## src/rtl/drgr_pkg.sv

```systemverilog
// Shared constants and types for the distance-grid resampler.
package drgr_pkg;

	localparam int DIST_W    = 32;
	localparam int STEP_W    = 16;
	localparam int NUM_W     = DIST_W + 1;
	localparam int DIV_CNT_W = 6;

	localparam int MAX_RUN_DEF   = 64;
	localparam int FRAC_BITS_DEF = 16;

	localparam logic [STEP_W-1:0] STEP_RESET = 16'd1000;

	localparam logic [1:0] ST_OK    = 2'd0;
	localparam logic [1:0] ST_ORDER = 2'd1;
	localparam logic [1:0] ST_TRUNC = 2'd2;

	typedef struct packed {
		logic load;
		logic step;
		logic fbit;
	} lerp_ctl_t;

endpackage

```

## src/rtl/drgr_div.sv

```systemverilog
// Bit-serial restoring divider, one quotient bit per cycle.
module drgr_div
	import drgr_pkg::*;
(
	input  logic                 clk,
	input  logic                 arst_n,
	input  logic                 start,
	input  logic [DIV_CNT_W-1:0] steps,
	input  logic [NUM_W-1:0]     num,
	input  logic [DIST_W-1:0]    rem_init,
	input  logic [DIST_W-1:0]    divisor,
	output logic                 done,
	output logic [NUM_W-1:0]     quo,
	output logic [DIST_W-1:0]    rem
);

	logic                 busy_q;
	logic                 done_q;
	logic [DIV_CNT_W-1:0] cnt_q;
	logic [DIST_W-1:0]    rem_q;
	logic [DIST_W-1:0]    div_q;
	logic [NUM_W-1:0]     num_q;
	logic [NUM_W-1:0]     quo_q;
	logic [DIST_W:0]      trial;
	logic [DIST_W:0]      diff;
	logic                 fits;

	assign trial = {rem_q, num_q[NUM_W-1]};
	assign diff  = trial - {1'b0, div_q};
	assign fits  = trial >= {1'b0, div_q};

	always_ff @(posedge clk or negedge arst_n) begin
		if (!arst_n) begin
			busy_q <= 1'b0;
			done_q <= 1'b0;
			cnt_q  <= '0;
		end else begin
			done_q <= 1'b0;
			if (start) begin
				busy_q <= 1'b1;
				cnt_q  <= steps;
			end else if (busy_q) begin
				cnt_q <= cnt_q - 1'b1;
				if (cnt_q == DIV_CNT_W'(1)) begin
					busy_q <= 1'b0;
					done_q <= 1'b1;
				end
			end
		end
	end

	always_ff @(posedge clk) begin
		if (start) begin
			rem_q <= rem_init;
			div_q <= divisor;
			num_q <= num;
			quo_q <= '0;
		end else if (busy_q) begin
			rem_q <= fits ? diff[DIST_W-1:0] : trial[DIST_W-1:0];
			num_q <= {num_q[NUM_W-2:0], 1'b0};
			quo_q <= {quo_q[NUM_W-2:0], fits};
		end
	end

	assign done = done_q;
	assign quo  = quo_q;
	assign rem  = rem_q;

endmodule

```

## src/rtl/drgr_lerp.sv

```systemverilog
// Bit-serial interpolation lane: lo + floor(frac * (hi - lo) / 2^F).
module drgr_lerp
	import drgr_pkg::*;
#(
	parameter int W         = 16,
	parameter int FRAC_BITS = FRAC_BITS_DEF
) (
	input  logic         clk,
	input  lerp_ctl_t    ctl,
	input  logic [W-1:0] lo,
	input  logic [W-1:0] hi,
	output logic [W-1:0] res
);

	logic signed [W:0]   diff;
	logic signed [W+1:0] sum;
	logic [W+1:0]        h_q;
	logic [FRAC_BITS:0]  l_q;

	assign diff = $signed({1'b0, hi}) - $signed({1'b0, lo});
	assign sum  = $signed(h_q) + (ctl.fbit ? (W+2)'(diff) : (W+2)'(0));

	// shift-and-add, frac taken LSB first, product lands in {h_q, l_q}
	always_ff @(posedge clk) begin
		if (ctl.load) begin
			h_q <= '0;
			l_q <= '0;
		end else if (ctl.step) begin
			h_q <= {sum[W+1], sum[W+1:1]};
			l_q <= {sum[0], l_q[FRAC_BITS:1]};
		end
	end

	assign res = lo + {h_q[W-2:0], l_q[FRAC_BITS]};

endmodule

```

## src/rtl/distance_grid_linear_resampler.sv

```systemverilog
// Top level of the distance-grid linear resampler.
//
//  channel   signals                                   direction  width
//  item      item_valid/item_ready, distance..last     in         sample word
//  result    res_valid/res_ready, out_distance..       out        result word
//  config    step_we, step_wdata                       in         16
//
// An item is taken in S_IDLE and checked in S_CHECK the cycle after; with grid
// points it then counts them in S_NDIV (serial 33-bit divide by step).
// Each point passes S_POINT (setup), S_FDIV (serial fraction divide), S_MUL
// (serial multiply lanes) and S_EMIT; a point on the sample's own distance
// skips the divide. Reset clears control, step 1000.
// A stalled result word holds in the output register; an emit state waits for it.
module distance_grid_linear_resampler
	import drgr_pkg::*;
#(
	parameter int MAX_RUN   = MAX_RUN_DEF,
	parameter int FRAC_BITS = FRAC_BITS_DEF
) (
	input  logic        clk,
	input  logic        arst_n,
	input  logic        step_we,
	input  logic [15:0] step_wdata,
	input  logic        item_valid,
	output logic        item_ready,
	input  logic [31:0] distance,
	input  logic [31:0] time_us,
	input  logic [15:0] speed,
	input  logic [15:0] throttle,
	input  logic [15:0] brake,
	input  logic [3:0]  gear,
	input  logic [15:0] rpm,
	input  logic [7:0]  drs,
	input  logic        last_sample,
	output logic        res_valid,
	input  logic        res_ready,
	output logic [31:0] out_distance,
	output logic [31:0] out_time_us,
	output logic [15:0] out_speed,
	output logic [15:0] out_throttle,
	output logic [15:0] out_brake,
	output logic [3:0]  out_gear,
	output logic [15:0] out_rpm,
	output logic [7:0]  out_drs,
	output logic [1:0]  status,
	output logic        run_end,
	output logic        stream_end
);

	localparam int RUN_W  = (MAX_RUN > 2) ? $clog2(MAX_RUN) : 1;
	localparam int MCNT_W = $clog2(FRAC_BITS + 2);

	typedef enum logic [3:0] {
		S_IDLE, S_CHECK, S_NDIV, S_POINT, S_FDIV, S_MUL, S_EMIT, S_PASS, S_ERR
	} state_t;

	state_t state_q;

	logic [STEP_W-1:0] step_q;
	logic              active_q;
	logic              trunc_q;
	logic [NUM_W-1:0]  ng_q;
	logic [NUM_W-1:0]  ng_after_q;
	logic [NUM_W-1:0]  g_q;
	logic [RUN_W-1:0]  emit_left_q;
	logic [FRAC_BITS:0] frac_q;
	logic [MCNT_W-1:0] mcnt_q;

	// current (upper) sample and previous (lower) sample
	logic [31:0] cur_d_q, cur_t_q, prev_d_q, prev_t_q;
	logic [15:0] cur_sp_q, cur_th_q, cur_br_q, cur_rp_q;
	logic [15:0] prev_sp_q, prev_th_q, prev_br_q, prev_rp_q;
	logic [3:0]  cur_ge_q, prev_ge_q;
	logic [7:0]  cur_dr_q, prev_dr_q;
	logic        cur_last_q;

	logic        res_valid_q;
	logic [31:0] out_d_q, out_t_q;
	logic [15:0] out_sp_q, out_th_q, out_br_q, out_rp_q;
	logic [3:0]  out_ge_q;
	logic [7:0]  out_dr_q;
	logic [1:0]  status_q;
	logic        run_end_q, stream_end_q;

	logic [STEP_W-1:0] step_eff;
	logic              slot_free;
	logic              res_load;
	logic              order_err;
	logic              has_pts;
	logic              at_hi;
	logic [NUM_W-1:0]  n_num;
	logic [1:0]        run_status;

	logic                 div_start;
	logic [DIV_CNT_W-1:0] div_steps;
	logic [NUM_W-1:0]     div_num;
	logic [DIST_W-1:0]    div_rem_init;
	logic [DIST_W-1:0]    div_divisor;
	logic                 div_done;
	logic [NUM_W-1:0]     div_quo;
	logic [DIST_W-1:0]    div_rem;

	lerp_ctl_t   lctl;
	logic [31:0] l_time;
	logic [15:0] l_speed, l_throttle, l_brake, l_rpm;

	assign step_eff   = (step_q == '0) ? STEP_W'(1) : step_q;
	assign slot_free  = !res_valid_q || res_ready;
	// a new result word goes into the output register this cycle
	assign res_load   = slot_free &&
	                    (state_q == S_EMIT || state_q == S_PASS || state_q == S_ERR);
	assign order_err  = cur_d_q <= prev_d_q;
	assign at_hi      = g_q == {1'b0, cur_d_q};
	assign run_status = trunc_q ? ST_TRUNC : ST_OK;
	// on the last sample the point at its own distance is left out
	assign has_pts    = cur_last_q ? (ng_q < {1'b0, cur_d_q}) : (ng_q <= {1'b0, cur_d_q});
	assign n_num      = cur_last_q ? ({1'b0, cur_d_q} - NUM_W'(1) - ng_q)
	                               : ({1'b0, cur_d_q} - ng_q);

	// one divider serves the grid count and each point's fraction
	always_comb begin
		div_start    = 1'b0;
		div_steps    = DIV_CNT_W'(FRAC_BITS);
		div_num      = '0;
		div_rem_init = g_q[DIST_W-1:0] - prev_d_q;
		div_divisor  = cur_d_q - prev_d_q;
		if (state_q == S_CHECK) begin
			div_start    = active_q && !order_err && has_pts;
			div_steps    = DIV_CNT_W'(NUM_W);
			div_num      = n_num;
			div_rem_init = '0;
			div_divisor  = {{(DIST_W-STEP_W){1'b0}}, step_eff};
		end else if (state_q == S_POINT) begin
			div_start = !at_hi;
		end
	end

	drgr_div u_div (
		.clk      (clk),
		.arst_n   (arst_n),
		.start    (div_start),
		.steps    (div_steps),
		.num      (div_num),
		.rem_init (div_rem_init),
		.divisor  (div_divisor),
		.done     (div_done),
		.quo      (div_quo),
		.rem      (div_rem)
	);

	assign lctl.load = (state_q == S_POINT && at_hi) || (state_q == S_FDIV && div_done);
	assign lctl.step = state_q == S_MUL;
	assign lctl.fbit = frac_q[0];

	drgr_lerp #(.W(32), .FRAC_BITS(FRAC_BITS)) u_time (
		.clk(clk), .ctl(lctl), .lo(prev_t_q), .hi(cur_t_q), .res(l_time));
	drgr_lerp #(.W(16), .FRAC_BITS(FRAC_BITS)) u_speed (
		.clk(clk), .ctl(lctl), .lo(prev_sp_q), .hi(cur_sp_q), .res(l_speed));
	drgr_lerp #(.W(16), .FRAC_BITS(FRAC_BITS)) u_throttle (
		.clk(clk), .ctl(lctl), .lo(prev_th_q), .hi(cur_th_q), .res(l_throttle));
	drgr_lerp #(.W(16), .FRAC_BITS(FRAC_BITS)) u_brake (
		.clk(clk), .ctl(lctl), .lo(prev_br_q), .hi(cur_br_q), .res(l_brake));
	drgr_lerp #(.W(16), .FRAC_BITS(FRAC_BITS)) u_rpm (
		.clk(clk), .ctl(lctl), .lo(prev_rp_q), .hi(cur_rp_q), .res(l_rpm));

	always_ff @(posedge clk or negedge arst_n) begin
		if (!arst_n) begin
			state_q      <= S_IDLE;
			step_q       <= STEP_RESET;
			active_q     <= 1'b0;
			trunc_q      <= 1'b0;
			ng_q         <= '0;
			ng_after_q   <= '0;
			g_q          <= '0;
			emit_left_q  <= '0;
			frac_q       <= '0;
			mcnt_q       <= '0;
			cur_d_q      <= '0; cur_t_q  <= '0; cur_sp_q <= '0; cur_th_q <= '0;
			cur_br_q     <= '0; cur_ge_q <= '0; cur_rp_q <= '0; cur_dr_q <= '0;
			cur_last_q   <= 1'b0;
			prev_d_q     <= '0; prev_t_q  <= '0; prev_sp_q <= '0; prev_th_q <= '0;
			prev_br_q    <= '0; prev_ge_q <= '0; prev_rp_q <= '0; prev_dr_q <= '0;
			res_valid_q  <= 1'b0;
			out_d_q      <= '0; out_t_q  <= '0; out_sp_q <= '0; out_th_q <= '0;
			out_br_q     <= '0; out_ge_q <= '0; out_rp_q <= '0; out_dr_q <= '0;
			status_q     <= ST_OK;
			run_end_q    <= 1'b0;
			stream_end_q <= 1'b0;
		end else begin
			if (step_we) begin
				step_q <= step_wdata;
			end
			// drop the output word once taken, unless a new one loads now
			if (res_ready && !res_load) begin
				res_valid_q <= 1'b0;
			end

			unique case (state_q)
				S_IDLE: begin
					if (item_valid) begin
						cur_d_q    <= distance;
						cur_t_q    <= time_us;
						cur_sp_q   <= speed;
						cur_th_q   <= throttle;
						cur_br_q   <= brake;
						cur_ge_q   <= gear;
						cur_rp_q   <= rpm;
						cur_dr_q   <= drs;
						cur_last_q <= last_sample;
						state_q    <= S_CHECK;
					end
				end

				S_CHECK: begin
					trunc_q <= 1'b0;
					if (!active_q) begin
						// first sample: becomes the lower sample and grid origin
						prev_d_q  <= cur_d_q;  prev_t_q  <= cur_t_q;
						prev_sp_q <= cur_sp_q; prev_th_q <= cur_th_q;
						prev_br_q <= cur_br_q; prev_ge_q <= cur_ge_q;
						prev_rp_q <= cur_rp_q; prev_dr_q <= cur_dr_q;
						ng_q      <= {1'b0, cur_d_q};
						if (cur_last_q) begin
							state_q <= S_PASS;
						end else begin
							active_q <= 1'b1;
							state_q  <= S_IDLE;
						end
					end else if (order_err) begin
						state_q <= S_ERR;
					end else if (has_pts) begin
						state_q <= S_NDIV;
					end else if (cur_last_q) begin
						state_q <= S_PASS;
					end else begin
						prev_d_q  <= cur_d_q;  prev_t_q  <= cur_t_q;
						prev_sp_q <= cur_sp_q; prev_th_q <= cur_th_q;
						prev_br_q <= cur_br_q; prev_ge_q <= cur_ge_q;
						prev_rp_q <= cur_rp_q; prev_dr_q <= cur_dr_q;
						state_q   <= S_IDLE;
					end
				end

				S_NDIV: begin
					if (div_done) begin
						// quotient is the point count minus one
						if (div_quo >= NUM_W'(MAX_RUN - 1)) begin
							trunc_q     <= 1'b1;
							emit_left_q <= RUN_W'(MAX_RUN - 1);
						end else begin
							emit_left_q <= div_quo[RUN_W-1:0] + 1'b1;
						end
						// first grid point past this sample
						ng_after_q <= {1'b0, cur_d_q} - NUM_W'(div_rem[STEP_W-1:0])
						              + NUM_W'(step_eff);
						g_q        <= ng_q;
						state_q    <= S_POINT;
					end
				end

				S_POINT: begin
					if (at_hi) begin
						frac_q  <= (FRAC_BITS+1)'(1) << FRAC_BITS;
						mcnt_q  <= MCNT_W'(FRAC_BITS + 1);
						state_q <= S_MUL;
					end else begin
						state_q <= S_FDIV;
					end
				end

				S_FDIV: begin
					if (div_done) begin
						frac_q  <= {1'b0, div_quo[FRAC_BITS-1:0]};
						mcnt_q  <= MCNT_W'(FRAC_BITS + 1);
						state_q <= S_MUL;
					end
				end

				S_MUL: begin
					frac_q <= frac_q >> 1;
					mcnt_q <= mcnt_q - 1'b1;
					if (mcnt_q == MCNT_W'(1)) begin
						state_q <= S_EMIT;
					end
				end

				S_EMIT: begin
					if (slot_free) begin
						res_valid_q  <= 1'b1;
						out_d_q      <= g_q[DIST_W-1:0];
						out_t_q      <= l_time;
						out_sp_q     <= l_speed;
						out_th_q     <= l_throttle;
						out_br_q     <= l_brake;
						out_rp_q     <= l_rpm;
						out_ge_q     <= at_hi ? cur_ge_q : prev_ge_q;
						out_dr_q     <= at_hi ? cur_dr_q : prev_dr_q;
						status_q     <= run_status;
						run_end_q    <= (emit_left_q == RUN_W'(1)) && !cur_last_q;
						stream_end_q <= 1'b0;
						emit_left_q  <= emit_left_q - 1'b1;
						g_q          <= g_q + NUM_W'(step_eff);
						if (emit_left_q != RUN_W'(1)) begin
							state_q <= S_POINT;
						end else if (cur_last_q) begin
							state_q <= S_PASS;
						end else begin
							prev_d_q  <= cur_d_q;  prev_t_q  <= cur_t_q;
							prev_sp_q <= cur_sp_q; prev_th_q <= cur_th_q;
							prev_br_q <= cur_br_q; prev_ge_q <= cur_ge_q;
							prev_rp_q <= cur_rp_q; prev_dr_q <= cur_dr_q;
							ng_q      <= ng_after_q;
							state_q   <= S_IDLE;
						end
					end
				end

				S_PASS: begin
					// hand the final sample through unchanged, end the stream
					if (slot_free) begin
						res_valid_q  <= 1'b1;
						out_d_q      <= cur_d_q;
						out_t_q      <= cur_t_q;
						out_sp_q     <= cur_sp_q;
						out_th_q     <= cur_th_q;
						out_br_q     <= cur_br_q;
						out_rp_q     <= cur_rp_q;
						out_ge_q     <= cur_ge_q;
						out_dr_q     <= cur_dr_q;
						status_q     <= run_status;
						run_end_q    <= 1'b1;
						stream_end_q <= 1'b1;
						active_q     <= 1'b0;
						state_q      <= S_IDLE;
					end
				end

				S_ERR: begin
					// report and drop the out-of-order sample
					if (slot_free) begin
						res_valid_q  <= 1'b1;
						out_d_q      <= '0;
						out_t_q      <= '0;
						out_sp_q     <= '0;
						out_th_q     <= '0;
						out_br_q     <= '0;
						out_rp_q     <= '0;
						out_ge_q     <= '0;
						out_dr_q     <= '0;
						status_q     <= ST_ORDER;
						run_end_q    <= 1'b1;
						stream_end_q <= 1'b0;
						state_q      <= S_IDLE;
					end
				end

				default: state_q <= S_IDLE;
			endcase
		end
	end

	assign item_ready   = state_q == S_IDLE;
	assign res_valid    = res_valid_q;
	assign out_distance = out_d_q;
	assign out_time_us  = out_t_q;
	assign out_speed    = out_sp_q;
	assign out_throttle = out_th_q;
	assign out_brake    = out_br_q;
	assign out_gear     = out_ge_q;
	assign out_rpm      = out_rp_q;
	assign out_drs      = out_dr_q;
	assign status       = status_q;
	assign run_end      = run_end_q;
	assign stream_end   = stream_end_q;

`ifndef SYNTH
	a_err_word: assert property (@(posedge clk) disable iff (!arst_n)
		(res_valid && status == ST_ORDER) |-> (run_end && !stream_end))
		else $error("order error word malformed");

	a_emit_count: assert property (@(posedge clk) disable iff (!arst_n)
		(state_q == S_EMIT || state_q == S_MUL) |-> (emit_left_q != '0))
		else $error("point emitted with empty run count");

	a_div_owner: assert property (@(posedge clk) disable iff (!arst_n)
		div_done |-> (state_q == S_NDIV || state_q == S_FDIV))
		else $error("divider finished outside a divide state");

	a_stream_close: assert property (@(posedge clk) disable iff (!arst_n)
		($rose(res_valid) && stream_end) |-> !active_q)
		else $error("stream end word while still active");
`endif

endmodule

```

## config.mk

```make
export PLATFORM = sky130hd
export DESIGN_NAME = distance_grid_linear_resampler
export DESIGN_NICKNAME = d
export VERILOG_FILES = /design/src/rtl/drgr_pkg.sv /design/src/rtl/drgr_div.sv /design/src/rtl/drgr_lerp.sv /design/src/rtl/distance_grid_linear_resampler.sv
export SDC_FILE = /design/constraint.sdc
export NUM_CORES = 2
export LEC_CHECK = 0
export ABC_CLOCK_PERIOD_IN_PS = 6150
export BUFFER_PORTS_ARGS = -buffer_cell sky130_fd_sc_hd__buf_2
export CORE_UTILIZATION = 36
export CTS_BUF_LIST = sky130_fd_sc_hd__clkbuf_4
export CTS_CLUSTER_SIZE = 25
export DETAILED_ROUTE_END_ITERATION = 8
export PLACE_DENSITY = 0.59
export SYNTH_ARGS = -nofsm -noshare
export SYNTH_HDL_FRONTEND = slang
export SYNTH_HIERARCHICAL = 1
export SYNTH_SLANG_ARGS = --single-unit
```

## constraint.sdc

```tcl
create_clock -name clk -period 6.15 [get_ports clk]
set_input_delay 0.615 -clock clk [delete_from_list [all_inputs] [get_ports clk]]
set_output_delay 0.615 -clock clk [all_outputs]
set_load 0.1 [all_outputs]
```

# Yosys cells after proc, flatten, opt, wreduce, memory -nomap -nowiden

Index checks and enable logic that the tools add are counted.

Output and inout port bits: 146
Bits in registers: 899
Word-level logic and storage cells: 326

$add $sub $neg: 28
Multiplexer cells: 161
Reduce and logical (&&, ||, !) cells: 45
Equal/unequal tests: 30
Magnitude comparators: 5

Operators by type and width:

| kind                | number |
|---|---|
| $mux 32             | 21 |
| $mux 16             | 35 |
| $mux 33             | 10 |
| $pmux 16 s3         | 4 |
| $pmux 32 s3         | 2 |
| $pmux 33 s2         | 2 |
| $pmux 16 s2         | 4 |
| $pmux 32 s2         | 2 |
| $sub 32x32->32      | 3 |
| $mux 8              | 10 |
| $mux 4              | 19 |
| $add 17x18->18      | 4 |
| $mux 18             | 4 |
| $sub 16x16->17      | 4 |
| $add 33x16->33      | 2 |
| $add 16x16->16      | 4 |
| $pmux 17 s3         | 1 |
| $mux 6              | 6 |
| $add 33x34->34      | 1 |
| $mux 17             | 2 |
| $mux 34             | 1 |
| $eq 33x32->1        | 1 |
| $ge 33x32->1        | 1 |
| $ge 33x6->1 const B | 1 |
| other kinds (49)    | 125 |

# Depth between registers and ports, before layout

Word-level depth: 9
Gate-level depth with buffers: 21
Mapped depth without buffers: 20

# Hierarchy

The synthesis kept the hierarchy.

Modules (own cells, without submodules):

| module                         | sequential area each (um^2) | instances | cells each | area an instance (um^2) |
|---|---|---|---|---|
| distance_grid_linear_resampler | 14396.3                     | 1         | 3336       | 32688.9 |
| drgr_div                       | 3773.6                      | 1         | 702        | 7508.5 |
| drgr_lerp (u_time)             | 680.7                       | 1         | 944        | 6775.2 |
| drgr_lerp (u_brake ...)        | 360.3                       | 2         | 397        | 2946.6 |
| drgr_lerp (u_speed ...)        | 360.3                       | 2         | 378        | 2872.8 |

# Worst setup path before layout

No wires, ideal clock.

Kind: register to register
Start: register cur_d_q[0]
End: register u_div.num_q[0], enable pin
Stages on the path, launching flop included: 15
Setup time: 419 ps
Setup slack: 959 ps
Data required time: 5731 ps
Arrival time: 4772 ps
Path buffers: 1
Cell sequence: dfrtp_1 -> inv_1 -> ha_1 -> fa_1 -> nor2b_1 -> o31a_1 -> o211ai_2 -> a21boi_1 -> o41a_1 -> a41oi_2 -> nand2b_1 -> nand2b_1 -> clkbuf_1 -> nor2_1 -> inv_1

Longest elaborated chain between the ends: 6
Elaborated cells on any way between the ends: 12
Those cells by class: order compare: 3; eq/ne: 1; mux: 3; reduce/logical: 5

RTL lines:

| what                            | RTL line                              | RTL |
|---|---|---|
| start: declaration              | distance_grid_linear_resampler.sv:70  | `logic [31:0] cur_d_q, cur_t_q, prev_d_q, prev_t_q;` |
| start signal: assignment        | distance_grid_linear_resampler.sv:201 | `cur_d_q <= distance;` |
| $le 32x32->1                    | distance_grid_linear_resampler.sv:112 | `assign order_err = cur_d_q <= prev_d_q;` |
| $logic_not 1->1                 | distance_grid_linear_resampler.sv:128 | `div_start = active_q && !order_err && has_pts;` |
| $logic_and 1x1->1 (2 in series) | distance_grid_linear_resampler.sv:128 |  |
| $mux 1 *                        | distance_grid_linear_resampler.sv:127 | `if (state_q == S_CHECK) begin` |
| net div_start                   | distance_grid_linear_resampler.sv:94  | `logic div_start;` |
| $reduce_bool 2->1 (no line) *   | --                                    |  |
| end signal: assignment          | drgr_div.sv:56                        | `num_q <= num;` |
| end signal: assignment          | drgr_div.sv:60                        | `num_q <= {num_q[NUM_W-2:0], 1'b0};` |
| end: declaration                | drgr_div.sv:22                        | `logic [NUM_W-1:0] num_q;` |

Mark *: on every way through the listed nets, which the timed path passes. The rest lies on a longest branch.
A chain may end at the register's enable or synchronous reset.

# Worst setup path after layout

Start: register step_q[1]
End: register ng_after_q[32]

Longest elaborated chain between the ends: 3

RTL lines:

| what                     | RTL line                              | RTL |
|---|---|---|
| start: declaration       | distance_grid_linear_resampler.sv:59  | `logic [STEP_W-1:0] step_q;` |
| start signal: assignment | distance_grid_linear_resampler.sv:191 | `step_q <= step_wdata;` |
| $logic_not 16->1         | distance_grid_linear_resampler.sv:107 | `assign step_eff = (step_q == '0) ? STEP_W'(1) : step_q;` |
| $mux 16 *                | distance_grid_linear_resampler.sv:107 |  |
| $add 33x16->33 *         | distance_grid_linear_resampler.sv:255 | `+ NUM_W'(step_eff);` |
| end signal: assignment   | distance_grid_linear_resampler.sv:254 | `ng_after_q <= {1'b0, cur_d_q} - NUM_W'(div_rem[STEP_W-1:0])` |
| end: declaration         | distance_grid_linear_resampler.sv:63  | `logic [NUM_W-1:0] ng_after_q;` |

Every way passes the cells marked *; elsewhere a longest branch is shown, timed or not.

==> impl_metrics.yaml <==
yosys:
  syn_area_um2: 58600
  synth_edf_count: 97
  synth_cells: 6532
  synth.distinct_cells: 116
  synthTopCellsByArea: "dfrtp_1, ha_1, a21oi_1, edfxtp_1, dfxtp_1"
  yosys_warnings: 6
  netlist.top_cell.by_area: "dfrtp_1"
  ys_ff_latch: 819
  synthFlopType: "dfrtp_1"
  synth_top_area_share_pct: 24.6
  seq_area_frac_synth_pct: 34.6
  syn_avg_cell_area_um2: 8.97
  synthArstFlopShare_pct: 71.2
sta:
  fmax_mhz: 191
  worst_slew_pin_slew_ns: 1.28
  finalCritPeriodShare_pct: 85.0
  finalCriticalPeriod_ns: 5.23
  hold_viol_final: 0
  report.final.slew_viol_count: 0
  worst_clock_skew_ns: 0.0883
  setup_violations: 0
  fin_setup_tns_ns: 0
  relSlewSlack_pct: 12.1
  rsz0062_at_grt: "false"
detailed_routing:
  wire_per_inst_um: 20.3
  vias_per_cell: 5.49
  drc: 0
  detail_route.first_pass.iterations: 8
  num_vias: 51451
  drtIter0Drc: 3854
  routed_wl_um: 190000
  postRouteAntennaNets: 0
cells_and_area:
  final_common_cell: "nor2_1"
  drive_above_1_share_pct: 15.8
  final_cell_mix: "nor2_1, a21oi_1, dfrtp_1"
  area_growth_pct: 14.5
  layout.nets: 7676
clocking:
  clk_pin_slew_ns: 0.07
  ctsResizeCount: 0
  h-tree-depth: 4
  cts_setup_buffers: 0
  numClockSinks: 819
  root_buffer: "clkbuf_4"
  hold_buffers: 188
  clockBufferDepth: 3
  cts_tree: "built"
  cts_buffers: 234
  insertion_delay_ns: 1.24
floorplanning:
  die-area_um2: 164000
  die_x_um: 405
  ios: 308
  rows: 147
  fp.coreArea_um2: 161000
  die_h_um: 405
  start_util_pct: 36.4
hold_path:
  hp-class: "input port to flip-flop"
  whs_path_depth: 3
  hp-start: "rpm[12]"
  whs_endpoint: "cur_rp_q[12]$_DFFE_PN0P_"
global_routing:
  grt_pass1_wl_um: 291000
  grt_usage_pct: 22.6
  grt_overflow: 0
  antenna_found_initial: 16
  grt_pass1_vias: 49723
  grt_max_degree: 147
placement:
  portBuffers: 307
  globalplace.congestion: 0.930
  dp_hpwl_um: 140000
critical_path:
  cp.arrival_ns: 6.27
  rr_worst_depth: 15
  endpoint_kind: "flip-flop"
  worstSetupPathType: "flip-flop to flip-flop"
  r2r_start: "step_q[1]$_DFFE_PN0P_"
  worstReg2RegEnd: "ng_after_q[32]$_DFFE_PN0P_"
  critPathLaunchType: "flip-flop"
  required_ns: 7.20
  critPathMaxFanout: 5
  rrSetupSlack_ns: 0.92
run:
  max-cap-violations: 0
run_status:
  status: "finished clean"
## sequential cells by signal, summed over array words and instances (netlist names), 33 cells and up
| register | count |
|---|---|
| g_q | 33 |
| ng_after_q | 33 |
| ng_q | 33 |
| u_div/num_q | 33 |
| u_div/quo | 33 |
| u_time/h_q | 33 |
## cells by family after synthesis
family | share of synthesized area [%]
DFF | 34.6
xor gates and xnor gates | 5.39
muxes | 8.24
adders and majority gates | 11.3
AOI/OAI and AO/OA | 21.1
and+or+nand+nor | 14.5
other | 0.00640
buffers and inverters | 4.75
## per-stage QoR
stage	setup WS (ns)	cells	utilization (%)	area [µm²]	hold slack, ns
2_1_floorplan	0.959	6534	-	58600	0.319
3_3_place_gp	1.18	8741	38.6	62100	0.449
3_5_place_dp	1.12	8741	38.6	62100	0.453
4_1_cts	1.05	9364	41.6	67100	0.0178
5_1_grt	0.734	9372	41.6	67100	0.0515
6_report	0.921	9373	41.6	67100	0.141
## worst max-delay path by stage
stage,slack [ns],from,to,depth (start not counted)
after floorplan,0.96,cur_d_q[0]$_DFFE_PN0P_,u_div/num_q[0]$_SDFFCE_PN0P_,14
after global placement,1.18,step_q[12]$_DFFE_PN0P_,ng_after_q[32]$_DFFE_PN0P_,15
after detailed placement,1.12,step_q[1]$_DFFE_PN0P_,ng_after_q[32]$_DFFE_PN0P_,15
after CTS,1.05,step_q[1]$_DFFE_PN0P_,ng_after_q[32]$_DFFE_PN0P_,15
after global routing,0.73,step_q[1]$_DFFE_PN0P_,ng_after_q[32]$_DFFE_PN0P_,15
final,0.92,step_q[1]$_DFFE_PN0P_,ng_after_q[32]$_DFFE_PN0P_,15
## layer usage
metal	vias up	share of wire, %	global-route usage (%)
li1	24658	-	-
met1	24943	45	30.6
met2	1528	45	35.6
met3	314	6.7	4.84
met4	8	2.9	7.39
met5	-	0.023	0
## final cells by class
type | instances | area, µm²
clock inverters | 77 | 345
clock buffers | 358 | 2690
fillers | 16307 | 94000
multi-input cells | 5011 | 35600
repair buffers | 535 | 3880
well taps | 2160 | 2700
diodes | 9 | 22.5
flip-flops and latches | 819 | 20300
inverters | 404 | 1520
## synth_stat cells (27+ instances only)
cell and count:
nor2b_1 68, buf_1 32, a211oi_1 99, o21ai_1 29, nand4_1 59, mux2_4 69, nand2_1 491, xnor2_1 203
dfrtp_1 577, edfxtp_1 97, o21ai_0 315, dfxtp_1 139, o31ai_1 27, o21bai_1 49, xor2_1 158, o211ai_1 36
a31oi_1 72, and2_1 43, nor2_1 644, mux2i_1 128, and3_1 55, clkbuf_1 226, nand2b_1 85, o21a_1 70
nor4_1 42, inv_1 400, mux2_2 223, a22oi_1 162, nand3_1 92, fa_1 37, nor3_1 94, a21o_1 167
a21oi_1 586, ha_1 472
## critical path, stage by stage (launching register included)
cell and delay (ns):
dfrtp_1 0.45, nor4_1 0.46, a41oi_1 0.31, ha_1 0.37
inv_1 0.05, ha_1 0.21, fa_1 0.44, a211oi_1 0.33
o21ai_0 0.26, a21oi_1 0.68, o211ai_1 0.28, a21oi_1 0.44
nor2_1 0.13, o211ai_1 0.24, nor4b_1 0.30, o41ai_1 0.11
Power is not shown: default switching activity piles up to over one toggle a cycle in this logic, so the estimate is an artifact.
